==> config.mk <==
export PLATFORM = sky130hd
export DESIGN_NAME = goose_retransmit_scheduler
export DESIGN_NICKNAME = d
export VERILOG_FILES = /design/src/grs_pkg.sv /design/src/goose_retransmit_scheduler.sv
export SDC_FILE = /design/constraint.sdc
export NUM_CORES = 1
export LEC_CHECK = 0
export BUFFER_PORTS_ARGS = -buffer_cell sky130_fd_sc_hd__buf_2
export CELL_PAD_IN_SITES_DETAIL_PLACEMENT = 2
export CELL_PAD_IN_SITES_GLOBAL_PLACEMENT = 2
export CORE_MARGIN = 3
export CORE_UTILIZATION = 38
export CTS_CLUSTER_DIAMETER = 50
export CTS_CLUSTER_SIZE = 8
export DETAILED_ROUTE_END_ITERATION = 8
export PLACE_DENSITY = 0.79
export SLEW_MARGIN = 20
export SYNTH_ARGS = -nofsm -noshare
export SYNTH_HDL_FRONTEND = slang
export SYNTH_SLANG_ARGS = --single-unit
==> constraint.sdc <==
create_clock -name aclk -period 6.95 [get_ports aclk]
set_input_delay 0.695 -clock aclk [delete_from_list [all_inputs] [get_ports aclk]]
set_output_delay 0.695 -clock aclk [all_outputs]
set_load 0.05 [all_outputs]
==> src/grs_pkg.sv <==
// ============================================================================
// GOOSE retransmit scheduler package
// Shared codes, widths and the result record of the retransmit scheduler.
// ============================================================================
`default_nettype none

package grs_pkg;

    // Configuration register indexes
    localparam logic [1:0] REG_MAX_TTL  = 2'd0;
    localparam logic [1:0] REG_FAST_TTL = 2'd1;
    localparam logic [1:0] REG_MAX_LAG  = 2'd2;

    // Input beat kinds
    localparam logic KIND_TICK   = 1'b0;
    localparam logic KIND_REPORT = 1'b1;

    // Result kinds
    localparam logic [1:0] RK_FETCH      = 2'd0;
    localparam logic [1:0] RK_CHANGE     = 2'd1;
    localparam logic [1:0] RK_RETRANSMIT = 2'd2;

    // Reset values
    localparam logic [15:0] MAX_TTL_RST  = 16'd2000;
    localparam logic [15:0] FAST_TTL_RST = 16'd20;
    localparam logic [15:0] MAX_LAG_RST  = 16'd5;
    localparam logic [15:0] TTL_RST      = 16'd2000;
    localparam logic [15:0] COUNTDOWN_RST = 16'd1000;

    // Packed widths of the stream payloads
    localparam int S_TDATA_W = 40;
    localparam int M_TDATA_W = 72;

    // One result beat
    typedef struct packed {
        logic [1:0]  kind;
        logic [3:0]  channel;
        logic [15:0] index;
        logic [15:0] ttl;
        logic [31:0] sn;
        logic        last;
    } grs_result_t;

endpackage

`default_nettype wire

==> src/goose_retransmit_scheduler.sv <==
// ============================================================================
// GOOSE retransmit scheduler
// Tracks per-channel ring indexes, issues sample fetches, publishes state
// changes and schedules retransmissions on millisecond ticks.
// ============================================================================
//
//  Channel   Direction  Handshake             Payload
//  s_*       in         s_tvalid / s_tready   tuser kind, tlast end_of_scan,
//                                             tdata channel, write_index,
//                                             ring_items
//  m_*       out        m_tvalid / m_tready   tuser result_kind, tlast last,
//                                             tdata fetch_channel, fetch_index,
//                                             ttl_ms, state_number
//  cfg_*     in         cfg_valid / cfg_ready cfg_index, cfg_data
//
// An accepted beat is registered in the input register and is then resolved
// combinationally into the output register. A beat gives at most two
// results; the second waits in a hold register, which stalls the input
// register until that result moves on. One beat per cycle is sustained
// while each beat gives at most one result and the output is not stalled.
// Reset is synchronous and active low; cfg_ready is always high.
`default_nettype none

module goose_retransmit_scheduler #(
    parameter int CHANNELS = 16
) (
    input  wire logic                             aclk,
    input  wire logic                             aresetn,
    // Input stream
    input  wire logic                             s_tvalid,
    output logic                                  s_tready,
    // [3:0] channel, [19:4] write_index, [36:20] ring_items, zero fill
    input  wire logic [grs_pkg::S_TDATA_W-1:0]    s_tdata,
    // [0] kind
    input  wire logic                             s_tuser,
    input  wire logic                             s_tlast,
    // Result stream
    output logic                                  m_tvalid,
    input  wire logic                             m_tready,
    // [3:0] fetch_channel, [19:4] fetch_index, [35:20] ttl_ms,
    // [67:36] state_number, zero fill
    output logic [grs_pkg::M_TDATA_W-1:0]         m_tdata,
    // [1:0] result_kind
    output logic [1:0]                            m_tuser,
    output logic                                  m_tlast,
    // Configuration writes
    input  wire logic                             cfg_valid,
    output logic                                  cfg_ready,
    input  wire logic [1:0]                       cfg_index,
    input  wire logic [15:0]                      cfg_data
);

    import grs_pkg::*;

    localparam int CH_W = (CHANNELS > 1) ? $clog2(CHANNELS) : 1;
    localparam logic [8:0] CHAN_LIM = 9'(CHANNELS);

    // Configuration registers
    logic [15:0] max_ttl_reg;
    logic [15:0] fast_ttl_reg;
    logic [15:0] max_lag_reg;

    // Scheduler state
    logic [15:0] next_index_reg [CHANNELS];
    logic        change_seen_reg;
    logic [15:0] ttl_reg;
    logic [15:0] countdown_reg;
    logic [31:0] sn_reg;

    // Input register
    logic        in_valid_reg;
    logic        in_kind_reg;
    logic [3:0]  in_ch_reg;
    logic [15:0] in_widx_reg;
    logic [16:0] in_items_reg;
    logic        in_eos_reg;

    // Output and hold registers
    logic        out_valid_reg;
    grs_result_t out_reg;
    logic        hold_valid_reg;
    grs_result_t hold_reg;

    // Resolve logic
    logic        out_free;
    logic        fire;
    logic [8:0]  ch_ext;
    logic [CH_W-1:0] ch_idx;
    logic        ch_ok;
    logic [16:0] items_eff;
    logic [15:0] old_idx;
    logic signed [17:0] diff;
    logic signed [17:0] ring_dist;
    logic        jump;
    logic [16:0] adv;
    logic [15:0] nx;
    logic        do_fetch;
    logic        change_next;
    logic        do_publish;
    logic [31:0] sn_inc;
    logic        due;
    logic [16:0] ttl_dbl;
    logic [15:0] ttl_cap;
    logic [1:0]  n_res;
    grs_result_t r_fetch;
    grs_result_t r_pub;
    grs_result_t r_tick;
    grs_result_t res0;
    grs_result_t res1;

    assign cfg_ready = 1'b1;
    assign out_free  = !out_valid_reg || m_tready;
    assign fire      = in_valid_reg && out_free && !hold_valid_reg;
    assign s_tready  = !in_valid_reg || fire;

    // Channel report: ring distance, jump or advance
    always_comb begin
        ch_ext    = {5'b0, in_ch_reg};
        ch_idx    = ch_ext[CH_W-1:0];
        ch_ok     = ch_ext < CHAN_LIM;
        items_eff = in_items_reg;
        if (in_items_reg == 17'd0 || (in_items_reg[16] && in_items_reg[15:0] != 16'd0)) begin
            items_eff = 17'h10000;
        end
        old_idx   = ch_ok ? next_index_reg[ch_idx] : 16'd0;
        diff      = $signed({2'b00, in_widx_reg}) - $signed({2'b00, old_idx});
        ring_dist = diff[17] ? diff + $signed({1'b0, items_eff}) : diff;
        jump      = ring_dist > $signed({2'b00, max_lag_reg});
        adv       = {1'b0, old_idx} + 17'd1;
        if (jump) begin
            nx = in_widx_reg;
        end else if (adv >= items_eff) begin
            nx = 16'd0;
        end else begin
            nx = adv[15:0];
        end
        do_fetch    = ch_ok && (old_idx != in_widx_reg);
        change_next = change_seen_reg || do_fetch;
        do_publish  = in_eos_reg && change_next;
        sn_inc      = sn_reg + 32'd1;
    end

    // Millisecond tick: deadline and TTL doubling
    always_comb begin
        due     = countdown_reg <= 16'd1;
        ttl_dbl = {ttl_reg, 1'b0};
        ttl_cap = (ttl_dbl > {1'b0, max_ttl_reg}) ? max_ttl_reg : ttl_dbl[15:0];
    end

    // Result records and their order
    always_comb begin
        r_fetch = '{kind: RK_FETCH, channel: in_ch_reg, index: nx,
                    ttl: 16'd0, sn: 32'd0, last: !do_publish};
        r_pub   = '{kind: RK_CHANGE, channel: 4'd0, index: 16'd0,
                    ttl: fast_ttl_reg, sn: sn_inc, last: 1'b1};
        r_tick  = '{kind: RK_RETRANSMIT, channel: 4'd0, index: 16'd0,
                    ttl: ttl_cap, sn: sn_reg, last: 1'b1};
        res1 = r_pub;
        if (in_kind_reg == KIND_TICK) begin
            res0  = r_tick;
            n_res = due ? 2'd1 : 2'd0;
        end else if (do_fetch) begin
            res0  = r_fetch;
            n_res = do_publish ? 2'd2 : 2'd1;
        end else begin
            res0  = r_pub;
            n_res = do_publish ? 2'd1 : 2'd0;
        end
    end

    // Configuration writes
    always_ff @(posedge aclk) begin
        if (!aresetn) begin
            max_ttl_reg  <= MAX_TTL_RST;
            fast_ttl_reg <= FAST_TTL_RST;
            max_lag_reg  <= MAX_LAG_RST;
        end else if (cfg_valid) begin
            unique case (cfg_index)
                REG_MAX_TTL:  max_ttl_reg  <= cfg_data;
                REG_FAST_TTL: fast_ttl_reg <= cfg_data;
                REG_MAX_LAG:  max_lag_reg  <= cfg_data;
                default: ;
            endcase
        end
    end

    // Input register
    always_ff @(posedge aclk) begin
        if (!aresetn) begin
            in_valid_reg <= 1'b0;
        end else if (s_tready) begin
            in_valid_reg <= s_tvalid;
        end
    end

    always_ff @(posedge aclk) begin
        if (s_tready && s_tvalid) begin
            in_kind_reg  <= s_tuser;
            in_ch_reg    <= s_tdata[3:0];
            in_widx_reg  <= s_tdata[19:4];
            in_items_reg <= s_tdata[36:20];
            in_eos_reg   <= s_tlast;
        end
    end

    // Scheduler state update, once per resolved beat
    always_ff @(posedge aclk) begin
        if (!aresetn) begin
            for (int i = 0; i < CHANNELS; i++) begin
                next_index_reg[i] <= 16'd0;
            end
            change_seen_reg <= 1'b0;
            ttl_reg         <= TTL_RST;
            countdown_reg   <= COUNTDOWN_RST;
            sn_reg          <= 32'd0;
        end else if (fire) begin
            if (in_kind_reg == KIND_TICK) begin
                if (due) begin
                    ttl_reg       <= ttl_cap;
                    countdown_reg <= {1'b0, ttl_cap[15:1]};
                end else begin
                    countdown_reg <= countdown_reg - 16'd1;
                end
            end else begin
                if (do_fetch) begin
                    next_index_reg[ch_idx] <= nx;
                end
                if (do_publish) begin
                    change_seen_reg <= 1'b0;
                    sn_reg          <= sn_inc;
                    ttl_reg         <= fast_ttl_reg;
                    countdown_reg   <= {1'b0, fast_ttl_reg[15:1]};
                end else begin
                    change_seen_reg <= change_next;
                end
            end
        end
    end

    // Output register with a hold stage for the second result
    always_ff @(posedge aclk) begin
        if (!aresetn) begin
            out_valid_reg  <= 1'b0;
            hold_valid_reg <= 1'b0;
        end else if (fire) begin
            out_valid_reg  <= n_res != 2'd0;
            hold_valid_reg <= n_res == 2'd2;
        end else if (out_free && hold_valid_reg) begin
            out_valid_reg  <= 1'b1;
            hold_valid_reg <= 1'b0;
        end else if (m_tready) begin
            out_valid_reg  <= 1'b0;
        end
    end

    always_ff @(posedge aclk) begin
        if (fire) begin
            out_reg  <= res0;
            hold_reg <= res1;
        end else if (out_free && hold_valid_reg) begin
            out_reg  <= hold_reg;
        end
    end

    // Result beat packing
    assign m_tvalid = out_valid_reg;
    assign m_tuser  = out_reg.kind;
    assign m_tlast  = out_reg.last;
    assign m_tdata  = {4'd0, out_reg.sn, out_reg.ttl, out_reg.index, out_reg.channel};

endmodule

`default_nettype wire
==> results by group <==
Status
  – Status: complete, but fails checks
  – Failing checks: negative setup slack

Final layout
  – # fillers: ~6900
  – Commonest cells after routing, fill and taps aside: 414 x edfxtp_1, 270 x nand2_1, 243 x nor2_1
  – Max reg flops: 256
  – Leading cell type in the layout, fill and taps excluded: edfxtp_1
  – Final nets: 2938
  – Layout area overhead: 28.7%
  – Final core occ: 0.496
  – Layout cells sized above 1: 0.297

STA
  – Max-slew violations: 0
  – Final period util: 1.16
  – Min cycle time layout: 8.04 ns
  – Worst setup slack after layout: -1.09 ns
  – Worst hold margin: 0.224 ns
  – FMAX: 124 MHz
  – TNS Setup: -252.83 ns
  – Final Skew: ~0.036 ns
  – RSZ-0062 raised after global routing: true
  – Fin. Hold Viols: 0
  – Final Setup Violations: 272
  – Max-slew headroom: 0.0861
  – Least-Margin Pin Slew: 1.37 ns

Setup path
  – Setup CP Type: flop to flop
  – CP max-delay cell: dfxtp_4
  – CP Capture Type: flop
  – R2r endpoint: next_index_reg[1][11]
  – Startpoint Class: flop
  – Crit-path max cell delay: 0.37 ns
  – Crit path DAT: between 8 and 9 ns
  – Cell mode on critical path: buf_4
  – Critical Path Fanout Max: 8
  – CP required: 7.34 ns
  – FF-to-FF path depth: 44
  – Reg2Reg Setup Slack: -1.09 ns

Yosys
  – Yosys reg bits: between 500 and 600
  – Sequential share of the synthesized area: 0.548
  – Cells after Synth: 2429
  – Synth Warn #: 0
  – Mapped Area: between 20000 and 30000 um^2
  – Yosys cell types: 85
  – Syn avg cell area: 11.1 um^2
  – Main synth FF type: edfxtp_1
  – Number of synthesized flops with an enable pin: 414
  – Fraction of registers with async set/reset: 0

Route
  – WL per Instance: 33.9 um
  – Initial DRT Pass Iterations: 5
  – Via count: 23400
  – Initial drt markers: slightly above 2000
  – Routed WL: approximately 130 mm
  – Remaining DRCs: 0
  – Antenna Violating Nets Remaining: 0
  – Vias per cell: 6.19

Power and ir drop
  – Peak VDD IR: 0.243 mV
  – Total power: between 10 and 15 mW
  – Leak: 13.1 nW
  – Pwr/cell area: 384 nW/um^2

Floorplanning
  – Die height: around 270 um
  – Starting Density: 0.385
  – I/O Pins: between 100 and 150
  – Die Area: 74500 um^2
  – Cell Rows: 97
  – Core area: 70300 um^2
  – DIE WIDTH: 273 um

Worst hold path
  – Hold EP: in_kind_reg
  – Min-delay src: s_tuser
  – Worst Hold Depth: 1
  – Worst Hold Class: input port to flop

Placement
  – Final weighted congestion in routability-driven placement: 0.836
  – I/O Buffers: 134
  – HPWL after DPL: 67.7 mm

Clock network
  – Clk_lat worst skew: 0.66 ns
  – Clock-pin slew on the worst setup and hold paths: 0.06 ns
  – Clk sinks: between 500 and 600
  – Clk Tree Root Cell: clkbuf_16
  – TritonCTS clock tree: done
  – # hold bufs at CTS: 0
  – CTS buffer count: slightly above 80
  – # H-tree levels: 3
  – Clk buf depth: 3

Global routing
  – Initial antenna violation count: 6
  – Largest net degree at the start of global routing: slightly below 90
  – Vias in the first global route: 25300
  – GRT Util Overall: 0.310
  – First-pass GRT wire length: 171 mm
  – Total global routing overflow: 0

Run
  – Max-Cap Viols: 0
==> per-layer routing <==
metal,track usage,up-vias,routed length [um]
met1,0.359,12000,47000
met3,0.0604,528,8920
met4,0.166,8,9160
li1,-,9475,-
met5,0,-,62
met2,0.542,1314,62600
==> what timing repair did <==
action	4_1_cts	5_1_grt
buffers inserted	46	17
setup endpoints to repair	272	272
pin swaps	41	34
gates resized for setup	118	181
cloned	5	12
==> per-stage QoR <==
| stage | std cells | setup slack (ns) | instance area (um^2) |
|---|---|---|---|
| after detailed placement | 3559 | -0.809 | 30200 |
| final | 3772 | -1.09 | 34800 |
| after CTS | 3744 | -0.504 | 33700 |
| after global placement | 3559 | -0.293 | 30200 |
| after floorplan | 2432 | -0.128 | 27400 |
| after global routing | 3771 | -1.16 | 34800 |
==> cell usage after synthesis (13+ instances only) <==
cell      number  area share
nand4_1       24      0.0055
mux2_2        18      0.0075
or3_1         18      0.0042
ha_1          89       0.041
xor2_1        29      0.0094
a21o_1        21      0.0058
edfxtp_1     414        0.46
inv_1         92       0.013
and3_1        14      0.0032
mux4_1        25       0.024
clkbuf_1     121       0.017
nand2_1      277       0.038
a221oi_1      14      0.0045
dfxtp_1      120       0.089
a21boi_0      57       0.016
nor2_2        20      0.0046
o21ai_0      131       0.024
a22oi_1       17      0.0047
o21a_1        19      0.0053
a21oi_1       77       0.014
nor2b_1       18      0.0042
o211ai_1      23      0.0064
nor4_1        15      0.0035
xnor2_1       66       0.021
nor3_1        33      0.0061
buf_2         13      0.0024
mux4_2        30       0.025
nand2b_1      23      0.0053
nor2_1       347       0.048
and2_1        28      0.0065
mux2i_1       29       0.011
nand3_1       49      0.0091
a31oi_1       14      0.0032
==> critical path: cells and delay by family (launching register included) <==
family	cells	cell delay [ns]
buf+inv	24	3.42
mux	1	0.17
compound gates	11	2.37
flops	1	0.37
fa+ha+maj	2	0.62
simple gates	5	0.64
xor+xnor	1	0.11
==> layout make-up <==
cell class / count / area (um^2) / share of cell area
Clock inverter: 19 / 183 / 0.00524
Timing Repair Buffer: 416 / 3500 / 0.100
Tap cell: 940 / 1180 / 0.0337
Antenna cell: 1 / 2.50 / 0.0000718
Multi-Input combinational cell: 1653 / 12500 / 0.360
Inverter: 94 / 354 / 0.0102
Clock buffer: 115 / 2250 / 0.0645
Sequential cell: 534 / 14800 / 0.426
==> worst max-delay path by stage <==
stage	depth (start not counted)	start	endpoint
6_report	44	flop	next_index_reg[1][11]
5_1_grt	40	flop	next_index_reg[5][11]
4_1_cts	35	flop	next_index_reg[13][13]
3_5_place_dp	31	flop	next_index_reg[6][1]
3_3_place_gp	31	flop	next_index_reg[13][13]
2_1_floorplan	37	flop	next_index_reg[0][14]
==> power by group <==
part	leakage (nW)	switching (mW)	internal [mW]
Clock	1.18	1.70	2.25
Sequential	5.11	0.0955	3.59
Combinational	6.82	3.30	2.44
==> cell families after synthesis <==
kind of cell             after synthesis  share of synthesized area
XOR/XNOR                              95                     0.0307
AO/OA/AOI/OAI                        451                      0.114
buffers and inverters                247                     0.0409
other                                  2                   0.000277
AND/OR/NAND/NOR                      902                      0.152
multiplexers                         107                     0.0709
adder cells (fa/ha/maj)               91                     0.0426
flip-flops                           534                      0.548
(Power assumes the default switching activity.)
